<file path="config.mk">
export PLATFORM = sky130hd
export DESIGN_NAME = cpc_post
export DESIGN_NICKNAME = d
export VERILOG_FILES = /design/src/design/cpc_pkg.sv /design/src/design/cpc_post.sv
export SDC_FILE = /design/constraint.sdc
export NUM_CORES = 2
export LEC_CHECK = 0
export ABC_AREA = 1
export BUFFER_PORTS_ARGS = -buffer_cell sky130_fd_sc_hd__buf_2
export CAP_MARGIN = 20
export CELL_PAD_IN_SITES_DETAIL_PLACEMENT = 1
export CELL_PAD_IN_SITES_GLOBAL_PLACEMENT = 1
export CORE_MARGIN = 2
export CORE_UTILIZATION = 25
export CTS_CLUSTER_DIAMETER = 40
export DETAILED_ROUTE_END_ITERATION = 12
export PLACE_DENSITY_LB_ADDON = 0.1
export SLEW_MARGIN = 20
export SYNTH_ARGS = -nofsm -noshare
export SYNTH_HDL_FRONTEND = slang
export SYNTH_SLANG_ARGS = --single-unit
export TNS_END_PERCENT = 50
</file>
<file path="constraint.sdc">
create_clock -name clock -period 13.7 [get_ports clock]
set_input_delay 0.685 -clock clock [delete_from_list [all_inputs] [get_ports clock]]
set_output_delay 0.685 -clock clock [all_outputs]
set_load 0.01 [all_outputs]
</file>
<file path="src/design/cpc_pkg.sv">
// Shared types and constants of the cartesian-to-polar classifier
`timescale 1ns / 1ps
package cpc_pkg;

   // Angle accumulator: signed radians with 30 fraction bits
   localparam int ANGLE_WIDTH = 34;

   localparam logic signed [ANGLE_WIDTH-1:0] PI_Q30      = 34'sd3373259426;
   localparam logic signed [ANGLE_WIDTH-1:0] HALF_PI_Q30 = 34'sd1686629713;

   // CORDIC gain limit in Q0.32 and degrees per radian in Q24
   localparam logic [31:0] GAIN_Q32        = 32'd2608131496;
   localparam logic [29:0] DEG_PER_RAD_Q24 = 30'd961263669;

   // Clamp limits of the quadrant angles
   localparam logic signed [17:0] RAD_MAX = 18'sd25736;
   localparam logic signed [17:0] RAD_MIN = -18'sd25735;
   localparam logic signed [17:0] DEG_MAX = 18'sd23040;
   localparam logic signed [17:0] DEG_MIN = -18'sd23039;

   // Side information that travels with each word down the chain
   typedef struct packed {
      logic [3:0] location;
      logic       axis;
   } cpc_meta_type;

   // Arctangent of 2^-idx for idx 0 to 23, truncated to 2^-30; zero beyond
   function automatic logic [ANGLE_WIDTH-1:0] atan_q30(input int unsigned idx);
      logic [ANGLE_WIDTH-1:0] val;
      case (idx)
         0:  val = 34'h03243F6A8;
         1:  val = 34'h01DAC6705;
         2:  val = 34'h00FADBAFC;
         3:  val = 34'h007F56EA6;
         4:  val = 34'h003FEAB76;
         5:  val = 34'h001FFD55B;
         6:  val = 34'h000FFFAAA;
         7:  val = 34'h0007FFF55;
         8:  val = 34'h0003FFFEA;
         9:  val = 34'h0001FFFFD;
         10: val = 34'h0000FFFFF;
         11: val = 34'h00007FFFF;
         12: val = 34'h00003FFFF;
         13: val = 34'h00001FFFF;
         14: val = 34'h00000FFFF;
         15: val = 34'h000007FFF;
         16: val = 34'h000003FFF;
         17: val = 34'h000001FFF;
         18: val = 34'h000000FFF;
         19: val = 34'h0000007FF;
         20: val = 34'h0000003FF;
         21: val = 34'h0000001FF;
         22: val = 34'h0000000FF;
         23: val = 34'h00000007F;
         default: val = '0;
      endcase
      return val;
   endfunction

endpackage

</file>
<file path="src/design/cpc_post.sv">
// Gain correction, rounding and clamping after the CORDIC chain
`timescale 1ns / 1ps
module cpc_post #(
   parameter int XY_WIDTH = 35
) (
   input  logic                                   clock,
   input  logic                                   reset,
   input  logic                                   valid_i,
   input  cpc_pkg::cpc_meta_type                  meta_i,
   input  logic signed [XY_WIDTH-1:0]             cx_i,
   input  logic signed [cpc_pkg::ANGLE_WIDTH-1:0] z_i,
   output logic                                   rsp_valid,
   output logic [15:0]                            rsp_radius,
   output logic signed [15:0]                     rsp_angle_rad,
   output logic signed [15:0]                     rsp_angle_deg,
   output logic [3:0]                             rsp_location
);
   import cpc_pkg::*;

   // Multiply stage one
   logic                valid1_ff;
   cpc_meta_type        meta1_ff;
   logic [63:0]         t1_ff;
   logic [31:0]         hi1_ff;
   logic [32:0]         av1_ff;
   logic                zneg1_ff;
   logic [15:0]         arad1_ff;
   logic [63:0]         ux;
   logic [ANGLE_WIDTH-1:0] zabs;
   logic [15:0]         arad_in;

   // Multiply stage two
   logic                valid2_ff;
   cpc_meta_type        meta2_ff;
   logic [63:0]         h2_ff;
   logic [31:0]         thi2_ff;
   logic [62:0]         p2_ff;
   logic [16:0]         rmag2_ff;
   logic                zneg2_ff;
   logic [15:0]         arad2_ff;
   logic [33:0]         rsum;

   // Output stage
   logic                valid3_ff;
   logic [15:0]         radius_ff, radius_in;
   logic signed [15:0]  rad_ff;
   logic signed [15:0]  deg_ff;
   logic [3:0]          loc_ff;
   logic [63:0]         ssum;
   logic [63:0]         psum;
   logic signed [17:0]  rad_s, deg_s, rad_c, deg_c;

   // Clip negative magnitude, take |z|, saturate the exact axis radius
   always_comb begin
      ux   = cx_i[XY_WIDTH-1] ? 64'd0 : {{(64-XY_WIDTH){1'b0}}, cx_i};
      zabs = z_i[ANGLE_WIDTH-1] ? ANGLE_WIDTH'(-z_i) : z_i;
      arad_in = (|ux[63:16]) ? 16'hFFFF : ux[15:0];
   end

   assign rsum = {1'b0, av1_ff} + 34'h10000;

   // Sum the gain partial products, saturate the radius, round and clamp the angles
   always_comb begin
      ssum = {32'd0, thi2_ff} + h2_ff + 64'h8000;
      psum = {1'b0, p2_ff} + 64'h0000_4000_0000_0000;
      if (meta2_ff.axis) begin
         radius_in = arad2_ff;
      end else if (|ssum[63:32]) begin
         radius_in = 16'hFFFF;
      end else begin
         radius_in = ssum[31:16];
      end
      rad_s = zneg2_ff ? -$signed({1'b0, rmag2_ff}) : $signed({1'b0, rmag2_ff});
      deg_s = zneg2_ff ? -$signed({1'b0, psum[63:47]}) : $signed({1'b0, psum[63:47]});
      rad_c = rad_s;
      deg_c = deg_s;
      if (!meta2_ff.axis) begin
         if (rad_s > RAD_MAX) rad_c = RAD_MAX;
         else if (rad_s < RAD_MIN) rad_c = RAD_MIN;
         if (deg_s > DEG_MAX) deg_c = DEG_MAX;
         else if (deg_s < DEG_MIN) deg_c = DEG_MIN;
      end
   end

   // Advance through the three post stages
   always_ff @(posedge clock) begin
      if (reset) begin
         valid1_ff <= 1'b0;
         valid2_ff <= 1'b0;
         valid3_ff <= 1'b0;
      end else begin
         valid1_ff <= valid_i;
         valid2_ff <= valid1_ff;
         valid3_ff <= valid2_ff;
      end
      meta1_ff  <= meta_i;
      t1_ff     <= ux[31:0] * GAIN_Q32;
      hi1_ff    <= ux[63:32];
      av1_ff    <= zabs[32:0];
      zneg1_ff  <= z_i[ANGLE_WIDTH-1];
      arad1_ff  <= arad_in;

      meta2_ff  <= meta1_ff;
      h2_ff     <= hi1_ff * GAIN_Q32;
      thi2_ff   <= t1_ff[63:32];
      p2_ff     <= av1_ff * DEG_PER_RAD_Q24;
      rmag2_ff  <= rsum[33:17];
      zneg2_ff  <= zneg1_ff;
      arad2_ff  <= arad1_ff;

      radius_ff <= radius_in;
      rad_ff    <= rad_c[15:0];
      deg_ff    <= deg_c[15:0];
      loc_ff    <= meta2_ff.location;
   end

   assign rsp_valid     = valid3_ff;
   assign rsp_radius    = radius_ff;
   assign rsp_angle_rad = rad_ff;
   assign rsp_angle_deg = deg_ff;
   assign rsp_location  = loc_ff;

endmodule

</file>
==> results_dict.tcl <==
set metrics [dict create \
    drive_above_1_share 0.0505 \
    rsz0062_at_grt "no" \
    cts_buffers 42 \
    grt_usage 0.177 \
    drtIter0Drc 1027 \
    fmax_ghz 0.105 \
    period_minus_slack_ps 9550 \
    core_um2 180000 \
    post_synth_instance_area_um2 45200 \
    start_kind "input port" \
    place.port_buffers 129 \
    grt_pass1_wl_um 243000 \
    finClkSkew_ps 35.7 \
    required_ps 14190 \
    postCtsSetupRepairBufs 0 \
    die_x_um 429 \
    grt_max_degree 39 \
    routedWlPerCell_um 20.9 \
    synthCells 5046 \
    avgSynthCellArea_um2 8.96 \
    cpMaxStageDelayCell "nor2_1" \
    setup-violations-final 0 \
    arrival_ps 10040 \
    tritoncts "built" \
    die_h_um 429 \
    hold_path_startpoint "meta_i[2]" \
    syn-num-nets 6761 \
    whs_path_depth 1 \
    clock-root-buffer "clkbuf_16" \
    hold_end "meta1_ff[2]" \
    wl_um 159000 \
    slew_headroom 0.200 \
    drc_errors 0 \
    hpwl_um 144000 \
    fin_tns_setup_ps 0 \
    cts_sinks 233 \
    boundaryPins 130 \
    insertion_delay_ps 610 \
    cts.path.max_buffers 3 \
    finalWeightedCongestion 0.849 \
    hold_violations 0 \
    dr_total_vias 32262 \
    grt_overflow 0 \
    path_clk_slew_ps 60 \
    worst_slew_pin_slew_ps 1190 \
    synthDistinctLibCells 52 \
    min_path_type "input port to flip-flop" \
    ys_seq_elements 233 \
    r2r_cells 23 \
    drt_first_pass_iters 4 \
    crit_path_end_kind "flip-flop" \
    ys.warnings.count 0 \
    fin_crit_sh 0.697 \
    hold_buffers 0 \
    antenna_left 0 \
    nets 6951 \
    crit_fanout 21 \
    synth_top_cells_by_count "inv_1, fa_1, ha_1" \
    synth_area_leaders "fa_1, ha_1, inv_1, dfxtp_1, nand2_1" \
    die_area_um2 184000 \
    yosysMostFrequentCell "inv_1" \
    area.growth.synth_to_final_pct 11.8 \
    synth_top_cell_by_area "fa_1" \
    ys.flop_type "dfxtp_1" \
    synth_edf_count 0 \
    viasPerCell 4.22 \
    r2r-start "av1_ff[14]" \
    grt_pass1_vias 38202 \
    outcome "finished, final reports clean" \
    grt_antenna_before_repair 2 \
    slew_viol_final 0 \
    cap_violations 0 \
    yosysTopAreaCellShare 0.363 \
    crit_type "input port to flip-flop" \
    htreeDepth 2 \
    worst_path_largest_cell_delay_ps 990 \
    synth-seq-area-share 0.103 \
    critPathMostFrequentCell "fa_1" \
    fp-row-count 156 \
    post_cts_resized 0 \
    synthArstFlopShare 0 \
    r2r_setup_slack_ps 6030 \
    r2r-end "p2_ff[61]" \
    start_util 0.251 \
]
-- worst max path at each step --
stage               slack (ps)   endpoint  depth (start not counted)  startpoint
finish                    4150  t1_ff[50]                         29    cx_i[34]
global route              3880  t1_ff[57]                         28    cx_i[34]
CTS                       4330  t1_ff[57]                         28    cx_i[34]
detailed placement        3660  t1_ff[57]                         28    cx_i[34]
global placement          3680  t1_ff[50]                         29    cx_i[34]
floorplan                 6000  t1_ff[57]                         26    cx_i[34]
-- worst max-delay path, delay by kind of cell --
kind                     cells  cell delay [ps]
adder cells (fa/ha/maj)      9             4290
AND/OR/NAND/NOR              6             2460
AO/OA/AOI/OAI                6             1310
buffers and inverters        7             1080
XOR/XNOR                     1              130
-- metrics by stage --
| step | setup WS, ps | instance area [µm²] | cells | hold WS [ps] | utilization |
|---|---|---|---|---|---|
| 6_report | 4150 | 50500 | 7639 | 178 | 0.280 |
| 2_1_floorplan | 6000 | 45200 | 5046 | 310 | - |
| 3_3_place_gp | 3680 | 49000 | 7562 | 310 | 0.272 |
| 4_1_cts | 4330 | 50500 | 7638 | 117 | 0.280 |
| 5_1_grt | 3880 | 50500 | 7639 | 140 | 0.280 |
| 3_5_place_dp | 3660 | 49000 | 7562 | 313 | 0.272 |
-- cell families after synthesis --
family	count (synthesis)	synth area share
and+or+nand+nor	1012	0.0931
adders and majority gates	1638	0.590
buffers and inverters	1560	0.130
DFF	233	0.103
AOI/OAI and AO/OA	472	0.0589
xor gates and xnor gates	131	0.0254
-- routing by layer --
metal	track usage	share of wire	wire length, µm
met1	0.218	0.44	69400
met2	0.332	0.52	83000
met3	0.0136	0.017	2700
met4	0.0443	0.027	4230
met5	0	0.000082	13
-- placed cells by master, fill, tap and decap left out, types with 8 or more instances in the layout --
master | synthesis | final
a21o_1 | 23 | 23
a21oi_1 | 208 | 208
a31oi_1 | 33 | 33
buf_2 | 2 | 129
buf_4 | 1 | 36
clkbuf_16 | 0 | 42
dfxtp_1 | 233 | 232
fa_1 | 820 | 820
ha_1 | 818 | 818
inv_1 | 1538 | 1538
nand2_1 | 481 | 481
nand3_1 | 92 | 92
nand4_1 | 31 | 31
nor2_1 | 324 | 324
nor3_1 | 32 | 32
nor4_1 | 19 | 18
o21a_1 | 15 | 15
o21ai_0 | 138 | 138
o21bai_1 | 11 | 11
o31ai_1 | 8 | 8
xnor2_1 | 50 | 50
xor2_1 | 81 | 81
-- sequential cells by signal, summed over array words and instances, names as in the netlist, 2 cells and up --
name / count
arad1_ff: 16
arad2_ff: 16
av1_ff: 33
h2_ff: 7
hi1_ff: 2
meta1_ff: 5
meta2_ff: 5
p2_ff: 17
rmag2_ff: 17
rsp_angle_deg: 16
rsp_angle_rad: 16
rsp_location: 4
rsp_radius: 16
t1_ff: 29
thi2_ff: 29
-- area by class of cell --
cell class,count,area [µm²]
sequential,233,4670
timing repair buffer,165,916
inverter,1541,5780
clock buffer,46,1110
clock inverter,30,402
tap,2370,2970
multi-input combinational,3253,34700
antenna,1,2.50
fill,21108,130000
Power is not shown: default switching activity piles up to over one toggle a cycle in this logic, so the estimate is an artifact.
