==> src/design/cpc_pkg.sv <==
// Shared types and constants of the cartesian-to-polar classifier
`timescale 1ns / 1ps
package cpc_pkg;

   // Angle accumulator: signed radians with 30 fraction bits
   localparam int ANGLE_WIDTH = 34;

   localparam logic signed [ANGLE_WIDTH-1:0] PI_Q30      = 34'sd3373259426;
   localparam logic signed [ANGLE_WIDTH-1:0] HALF_PI_Q30 = 34'sd1686629713;

   // CORDIC gain limit in Q0.32 and degrees per radian in Q24
   localparam logic [31:0] GAIN_Q32        = 32'd2608131496;
   localparam logic [29:0] DEG_PER_RAD_Q24 = 30'd961263669;

   // Clamp limits of the quadrant angles
   localparam logic signed [17:0] RAD_MAX = 18'sd25736;
   localparam logic signed [17:0] RAD_MIN = -18'sd25735;
   localparam logic signed [17:0] DEG_MAX = 18'sd23040;
   localparam logic signed [17:0] DEG_MIN = -18'sd23039;

   // Side information that travels with each word down the chain
   typedef struct packed {
      logic [3:0] location;
      logic       axis;
   } cpc_meta_type;

   // Arctangent of 2^-idx for idx 0 to 23, truncated to 2^-30; zero beyond
   function automatic logic [ANGLE_WIDTH-1:0] atan_q30(input int unsigned idx);
      logic [ANGLE_WIDTH-1:0] val;
      case (idx)
         0:  val = 34'h03243F6A8;
         1:  val = 34'h01DAC6705;
         2:  val = 34'h00FADBAFC;
         3:  val = 34'h007F56EA6;
         4:  val = 34'h003FEAB76;
         5:  val = 34'h001FFD55B;
         6:  val = 34'h000FFFAAA;
         7:  val = 34'h0007FFF55;
         8:  val = 34'h0003FFFEA;
         9:  val = 34'h0001FFFFD;
         10: val = 34'h0000FFFFF;
         11: val = 34'h00007FFFF;
         12: val = 34'h00003FFFF;
         13: val = 34'h00001FFFF;
         14: val = 34'h00000FFFF;
         15: val = 34'h000007FFF;
         16: val = 34'h000003FFF;
         17: val = 34'h000001FFF;
         18: val = 34'h000000FFF;
         19: val = 34'h0000007FF;
         20: val = 34'h0000003FF;
         21: val = 34'h0000001FF;
         22: val = 34'h0000000FF;
         23: val = 34'h00000007F;
         default: val = '0;
      endcase
      return val;
   endfunction

endpackage

==> src/design/cpc_cordic_cell.sv <==
// One CORDIC vectoring cell: a micro-rotation by atan(2^-SHIFT), registered
`timescale 1ns / 1ps
module cpc_cordic_cell #(
   parameter int XY_WIDTH = 35,
   parameter int SHIFT    = 0
) (
   input  logic                                 clock,
   input  logic                                 reset,
   input  logic                                 valid_i,
   input  cpc_pkg::cpc_meta_type                meta_i,
   input  logic signed [XY_WIDTH-1:0]           cx_i,
   input  logic signed [XY_WIDTH-1:0]           cy_i,
   input  logic signed [cpc_pkg::ANGLE_WIDTH-1:0] z_i,
   output logic                                 valid_o,
   output cpc_pkg::cpc_meta_type                meta_o,
   output logic signed [XY_WIDTH-1:0]           cx_o,
   output logic signed [XY_WIDTH-1:0]           cy_o,
   output logic signed [cpc_pkg::ANGLE_WIDTH-1:0] z_o
);
   import cpc_pkg::*;

   localparam logic signed [ANGLE_WIDTH-1:0] ATAN = atan_q30(SHIFT);

   logic                          valid_ff;
   cpc_meta_type                  meta_ff;
   logic signed [XY_WIDTH-1:0]    cx_ff, cx_in;
   logic signed [XY_WIDTH-1:0]    cy_ff, cy_in;
   logic signed [ANGLE_WIDTH-1:0] z_ff, z_in;

   // Rotate toward the x axis; hold axis words unchanged
   always_comb begin
      cx_in = cx_i;
      cy_in = cy_i;
      z_in  = z_i;
      if (!meta_i.axis) begin
         if (!cy_i[XY_WIDTH-1]) begin
            cx_in = cx_i + (cy_i >>> SHIFT);
            cy_in = cy_i - (cx_i >>> SHIFT);
            z_in  = z_i + ATAN;
         end else begin
            cx_in = cx_i - (cy_i >>> SHIFT);
            cy_in = cy_i + (cx_i >>> SHIFT);
            z_in  = z_i - ATAN;
         end
      end
   end

   // Advance the word to the next cell
   always_ff @(posedge clock) begin
      if (reset) begin
         valid_ff <= 1'b0;
      end else begin
         valid_ff <= valid_i;
      end
      meta_ff <= meta_i;
      cx_ff   <= cx_in;
      cy_ff   <= cy_in;
      z_ff    <= z_in;
   end

   assign valid_o = valid_ff;
   assign meta_o  = meta_ff;
   assign cx_o    = cx_ff;
   assign cy_o    = cy_ff;
   assign z_o     = z_ff;

endmodule

==> config.mk <==
export PLATFORM = sky130hd
export DESIGN_NAME = cpc_cordic_cell
export DESIGN_NICKNAME = d
export VERILOG_FILES = /design/src/design/cpc_pkg.sv /design/src/design/cpc_cordic_cell.sv
export SDC_FILE = /design/constraint.sdc
export NUM_CORES = 1
export LEC_CHECK = 0
export BUFFER_PORTS_ARGS = -buffer_cell sky130_fd_sc_hd__buf_2
export CELL_PAD_IN_SITES_DETAIL_PLACEMENT = 1
export CELL_PAD_IN_SITES_GLOBAL_PLACEMENT = 1
export CORE_MARGIN = 2
export CORE_UTILIZATION = 41
export CTS_CLUSTER_SIZE = 40
export DETAILED_ROUTE_END_ITERATION = 7
export PLACE_DENSITY_LB_ADDON = 0.1
export SLEW_MARGIN = 20
export SYNTH_ARGS = -nofsm -noshare
export SYNTH_HDL_FRONTEND = slang
export SYNTH_SLANG_ARGS = --single-unit
export TNS_END_PERCENT = 100
==> constraint.sdc <==
create_clock -name clock -period 4.75 [get_ports clock]
set_input_delay 0.95 -clock clock [delete_from_list [all_inputs] [get_ports clock]]
set_output_delay 0.95 -clock clock [all_outputs]
set_load 0.01 [all_outputs]
==> results of run 1 <==
cells in the mapped netlist, drive strengths merged, types with 25 or more instances:
library cell | n | area, sq um
inv | 111 | 417
nor2 | 109 | 409
dfxtp | 110 | 2200
nor3 | 25 | 130
clkbuf | 50 | 188
o21bai | 31 | 233
xnor2 | 72 | 631
o21ai | 146 | 731
ha | 131 | 1640
mux2i | 31 | 310
nand2 | 128 | 480
buf | 27 | 125
a21o | 41 | 308
a21oi | 166 | 831
kinds of logic (layout without fill, tap and decap cells):
kind of cell,Yosys count,count (layout),share of synthesized area (%)
adders and majority gates,135,135,15.8
AOI/OAI and AO/OA,527,527,30.5
xor gates and xnor gates,90,90,7.25
DFF,110,110,20.2
other,0,2,0
and+or+nand+nor,383,383,16.3
buffers and inverters,192,375,6.84
muxes,33,33,3.06
final cells by class:
class	instances	share of cell area, %
sequential	110	17.5
clock inverter	7	0.597
tap	335	3.33
multi-input combinational	1168	63.1
clock buffer	9	1.79
inverter	115	3.43
timing repair buffer	244	10.2
antenna	2	0.0398
per-layer routing:
layer | wire [um] | vias to the layer above | GRT usage [%]
li1 | - | 5615 | -
met1 | 19300 | 5517 | 38.9
met2 | 18700 | 300 | 47.1
met3 | 1710 | 54 | 3.16
met4 | 893 | 2 | 8.66
met5 | 13 | - | 0
cell usage in the layout, fill, tap and decap left out, drive strengths merged, types with 31 or more instances in the layout:
cell type	n
a21o	41
nor2	109
nand2	128
o21ai	146
inv	114
mux2i	31
dfxtp	110
xnor2	72
buf	244
o21bai	31
a21oi	166
ha	131
sequential cells by signal, summed over array words and instances (netlist names):
| signal | flops |
|---|---|
| cy_o | 35 |
| cx_o | 35 |
| valid_o | 1 |
| meta_o | 5 |
| z_o | 34 |
report_power, final:
group | leakage, nW | internal (mW) | switching, mW
clock | 0.148 | 0.376 | 0.454
sequential | 0.928 | 1.06 | 0.0344
combinational | 4.85 | 0.586 | 0.961
through the flow:
| stage | cell area (sq um) | hold slack, ns | util, % |
|---|---|---|---|
| final | 12600 | 0.670 | 48.3 |
| after global routing | 12600 | 0.658 | 48.3 |
| after CTS | 12600 | 0.658 | 48.2 |
| after detailed placement | 12300 | 1.05 | 47.1 |
| after global placement | 12300 | 1.05 | 47.1 |
| after floorplan | 10900 | 0.978 | - |
final timing paths:
path,cells after the start,start,end
hold / removal,1,z_i[1],z_o[1]$_DFF_P_
setup / recovery,11,cx_i[10],cy_o[27]$_DFF_P_
==> flow_metrics.env, run 1 <==
export IMPL_status="complete, no violations"
export IMPL_synth_distinct_cells=71
export IMPL_mappedNetlistArea_sq_um=10900
export IMPL_antenna_found_initial=4
export IMPL_portBuffers=221
export IMPL_crit_chain="buf_2 -> inv_1 -> ha_1 -> nor3_1 -> nand2_1 -> a211o_1 -> nand3_1 -> a2111oi_4 -> o41ai_1 -> a2111oi_0 -> a311oi_1"
export IMPL_max_freq_mhz=249
export IMPL_clk_path_buf_depth=2
export IMPL_pre_cts_ws_ns=0.447
export IMPL_grt_use_total_pct=28.5
export IMPL_drtIter0Drc=755
export IMPL_crit_type="primary input to flip-flop"
export IMPL_numCtsBuffers=9
export IMPL_finalMaxSlewViolations=0
export IMPL_worst_path_buf_inv=2
export IMPL_layout_drive_gt1_share_pct=17.1
export IMPL_fp_coreArea_sq_um=26100
export IMPL_final_setup_viol_count=0
export IMPL_vias=11500
export IMPL_die_y_um=167
export IMPL_drcViolationCount=0
export IMPL_h_tree_depth=3
export IMPL_synthArstFlopShare_pct=0
export IMPL_hp_class="primary input to flip-flop"
export IMPL_syn_area_per_cell_sq_um=7.40
export IMPL_multi_input_area_sq_um=7930
export IMPL_syn_to_final_growth_pct=15.6
export IMPL_crit_path_end_kind="flip-flop"
export IMPL_wirelength_mm=40.6
export IMPL_syn_nets=1717
export IMPL_rows=59
export IMPL_synth_seq_cells=110
export IMPL_startpoint_type="primary input"
export IMPL_io_pins=222
export IMPL_crit_path_top_delay_cell="nor3_1"
export IMPL_fin_nets=1895
export IMPL_initial_utilization_pct=41.7
export IMPL_die_w_um=167
export IMPL_vdd_drop_max_v=0.000141
export IMPL_grt_max_degree=73
export IMPL_required_ns=5.03
export IMPL_viasPerCell=5.77
export IMPL_power_total_mw=3.47
export IMPL_cap_violations=0
export IMPL_grt_setup_unrepaired="no"
export IMPL_first_pass_iters=5
export IMPL_fin_crit_ns=4.01
export IMPL_postCtsHoldBufs=0
export IMPL_finalNonFillerCells=1990
export IMPL_path_clk_slew_ns=0.10
export IMPL_powerDensity_nw_per_um2=276
export IMPL_post_cts_buffers=0
export IMPL_gp_congestion=0.943
export IMPL_dp_hpwl_mm=32.6
export IMPL_synth_warnings=0
export IMPL_tns_ns=0
export IMPL_dp_cells=1972
export IMPL_yosysSeqAreaShare_pct=20.2
export IMPL_finalCritPeriodShare_pct=84.4
export IMPL_grt_first_pass_wirelength_mm=64.1
export IMPL_cts_root_buffer="clkbuf_16"
export IMPL_die_area_sq_um=27900
export IMPL_n_fill_cell=3372
export IMPL_synth_edf_count=0
export IMPL_crit_arrival_ns=4.28
export IMPL_slowest_delay_ns=0.54
export IMPL_grt_ovfl_total=0
export IMPL_critical_path_max_fanout=15
export IMPL_slew_headroom_pct=39.3
export IMPL_synth_top_flop_cell="dfxtp_1"
export IMPL_critical_path_top_delay_family="compound AO/OA/AOI/OAI gates"
export IMPL_finalHoldViolCount=0
export IMPL_wire_per_inst_um=20.4
export IMPL_ctsResizeCount=0
export IMPL_cts_tree="yes"
export IMPL_layout_setup_ws_ns=0.741
export IMPL_ff_latch_area_sq_um=2200
export IMPL_syn_inst=1470
export IMPL_max_slew_worst_pin_slew_ns=0.902
export IMPL_grt_pass1_vias=11600
export IMPL_leakagePower_nw=5.92
export IMPL_antenna_left=0
export IMPL_cts_sinks=110
Power figures use the tool's default switching activity.
==> run 2, diff against run 1 <==
ABC_AREA = 1   (was not set)
CORE_UTILIZATION = 36   (was 41)
clock period = 3.45 ns   (was 4.75 ns; I/O delays follow)
==> run 2 against run 1 <==
- synthesized cell count grew 47%
- global-route usage up 3.3 points
- design area increased by 15%
- clock power up 46%
- sequential power up 36%
- wire length up 43%
- via count is 31% higher
- die area is 31% higher
- worst setup slack got worse by 0.27 ns
- flip-flop and latch count stayed put
- critical path depth is 4 higher
- sequential share of layout area fell by 2.3 points
- critical path type unchanged
- critical endpoint is now cy_o[24]$_DFF_P_
- largest power group unchanged
==> flow_metrics.env, run 2 <==
export IMPL_status="complete, no violations"
export IMPL_fp_coreArea_sq_um=34500
export IMPL_cts_sinks=110
export IMPL_synth_distinct_cells=42
export IMPL_cts_tree="yes"
export IMPL_h_tree_depth=3
export IMPL_crit_path_end_kind="flip-flop"
export IMPL_post_cts_buffers=0
export IMPL_max_slew_worst_pin_slew_ns=0.873
export IMPL_tns_ns=0
export IMPL_rows=68
export IMPL_utilization_pct=41.9
export IMPL_cts_root_buffer="clkbuf_16"
export IMPL_finalMaxSlewViolations=0
export IMPL_holdWs_ns=0.395
export IMPL_viasPerCell=5.33
export IMPL_clk_path_buf_depth=2
export IMPL_grt_use_total_pct=31.8
export IMPL_dpl_instance_area_sq_um=14100
export IMPL_diodes=0
export IMPL_power_total_mw=5.08
export IMPL_finalCritPeriodShare_pct=86.5
export IMPL_crit_arrival_ns=3.31
export IMPL_grt_setup_unrepaired="no"
export IMPL_layout_commonest_cell="nand2_1"
export IMPL_vias=15100
export IMPL_ys_top_cells_by_area="nand2_1 19%, dfxtp_1 17%, ha_1 13%, inv_1 8.7%, a21oi_1 7.4%"
export IMPL_final_setup_viol_count=0
export IMPL_powerDensity_nw_per_um2=351
export IMPL_syn_nets=2412
export IMPL_first_pass_iters=5
export IMPL_die_area_sq_um=36500
export IMPL_final_cell_mix="647 x nand2_1, 290 x inv_1, 221 x buf_2"
export IMPL_numCtsBuffers=9
export IMPL_die_w_um=191
export IMPL_gp_congestion=1.00
export IMPL_initial_utilization_pct=36.5
export IMPL_grt_ovfl_total=0
export IMPL_postCtsHoldBufs=0
export IMPL_ctsResizeCount=0
export IMPL_fin_nets=2613
export IMPL_layout_setup_ws_ns=0.467
export IMPL_die_y_um=191
export IMPL_layout_drive_gt1_share_pct=13.5
export IMPL_worstSetupEndpoint="cy_o[24]$_DFF_P_"
export IMPL_startpoint_type="primary input"
export IMPL_drtIter0Drc=969
export IMPL_synth_area_leader_cell="nand2_1"
export IMPL_cap_violations=0
export IMPL_mappedNetlistArea_sq_um=12600
export IMPL_yosysSeqAreaShare_pct=17.5
export IMPL_hp_class="primary input to flip-flop"
export IMPL_yosysTopAreaCellShare_pct=19.3
export IMPL_io_pins=222
export IMPL_max_freq_mhz=335
export IMPL_grt_pass1_vias=15200
export IMPL_synthArstFlopShare_pct=0
export IMPL_fin_crit_ns=2.98
export IMPL_synth_seq_cells=110
export IMPL_synth_warnings=0
export IMPL_setup_worst_path_start="cy_i[0]"
export IMPL_critical_path_max_fanout=5
export IMPL_ys_top_cells_by_count="647 x nand2_1, 292 x inv_1, 201 x nor2_1"
export IMPL_wire_per_inst_um=20.6
export IMPL_antenna_found_initial=0
export IMPL_vdd_drop_max_v=0.000264
export IMPL_required_ns=3.78
export IMPL_dp_hpwl_mm=49.2
export IMPL_antenna_left=0
export IMPL_synth_most_common_cell="nand2_1"
export IMPL_n_fill_cell=4857
export IMPL_grt_max_degree=38
export IMPL_finalHoldViolCount=0
export IMPL_syn_area_per_cell_sq_um=5.82
export IMPL_leakagePower_nw=7.79
export IMPL_synth_edf_count=0
export IMPL_grt_first_pass_wirelength_mm=87.8
export IMPL_hold_path_startpoint="z_i[0]"
export IMPL_drcViolationCount=0
export IMPL_syn_to_final_growth_pct=14.8
export IMPL_finalNonFillerCells=2826
export IMPL_portBuffers=221
export IMPL_crit_type="primary input to flip-flop"
export IMPL_slew_headroom_pct=41.7
export IMPL_dp_cells=2810
export IMPL_syn_inst=2165
export IMPL_pre_cts_ws_ns=0.102
export IMPL_path_clk_slew_ns=0.08
export IMPL_wirelength_mm=58.3
export IMPL_synth_top_flop_cell="dfxtp_1"
export IMPL_fin_area_sq_um=14500
## run 2: changes by cell type after synthesis, moves of 23 or more
cell and change:
a21o_1 -37, buf_4 +23, clkbuf_1 -29, inv_1 +183, mux2i_1 -31, nand2_1 +519
nand3_1 +152, nor2_1 +92, xnor2_1 -68
## run 2: critical path, cell delays in order
cell     delay [ns]
buf_2          0.11
inv_1          0.06
ha_1           0.30
fa_1           0.53
o21ai_1        0.59
nand2_1        0.16
nand2_1        0.15
nand2_1        0.08
nand2_2        0.15
nand2_1        0.10
nand2_1        0.07
nand2_1        0.05
nand3_1        0.06
o21ai_0        0.08
nor2_1         0.11
## run 2: layout make-up
type	instances	area, sq um	area share (%)
Inverter	296	1110	7.68
Sequential cell	110	2200	15.2
Multi-Input combinational cell	1698	8910	61.6
Clock buffer	10	239	1.65
Clock inverter	6	77.6	0.536
Tap cell	455	569	3.94
Timing Repair Buffer	251	1360	9.38
## run 2: power by group
part	switching [mW]	internal, mW	total [mW]
sequential	0.0449	1.43	1.48
combinational	1.64	0.756	2.40
clock	0.608	0.598	1.21
## run 2: kinds of logic (layout without fill, tap and decap cells)
kind of cell	count (synthesis)	count (layout)	share of synthesized area, %
flops	110	110	17.5
compound gates	410	410	17.7
xor+xnor	35	35	2.43
buf+inv	357	563	11.8
simple gates	1118	1118	37.0
fa+ha+maj	135	135	13.6
## run 2: worst min-delay path by stage
stage	slack, ns	cells past startpoint	to
2_1_floorplan	0.72	0	meta_o[0]$_DFF_P_
3_3_place_gp	0.79	1	z_o[0]$_DFF_P_
3_5_place_dp	0.79	1	z_o[0]$_DFF_P_
4_1_cts	0.38	1	z_o[0]$_DFF_P_
5_1_grt	0.38	1	z_o[0]$_DFF_P_
6_report	0.40	1	z_o[0]$_DFF_P_
## run 2: routing by layer
metal  global-route usage (%)  wire length (um)  part of all wire, %  vias to the layer above
met1                     42.6             27300                   47                     7215
met4                     10.9              1700                  2.9                        0
met5                        0                 0                    0                        -
li1                         -                 -                    -                     7344
met2                     53.4             26600                   46                      427
met3                     2.85              2770                  4.7                       70
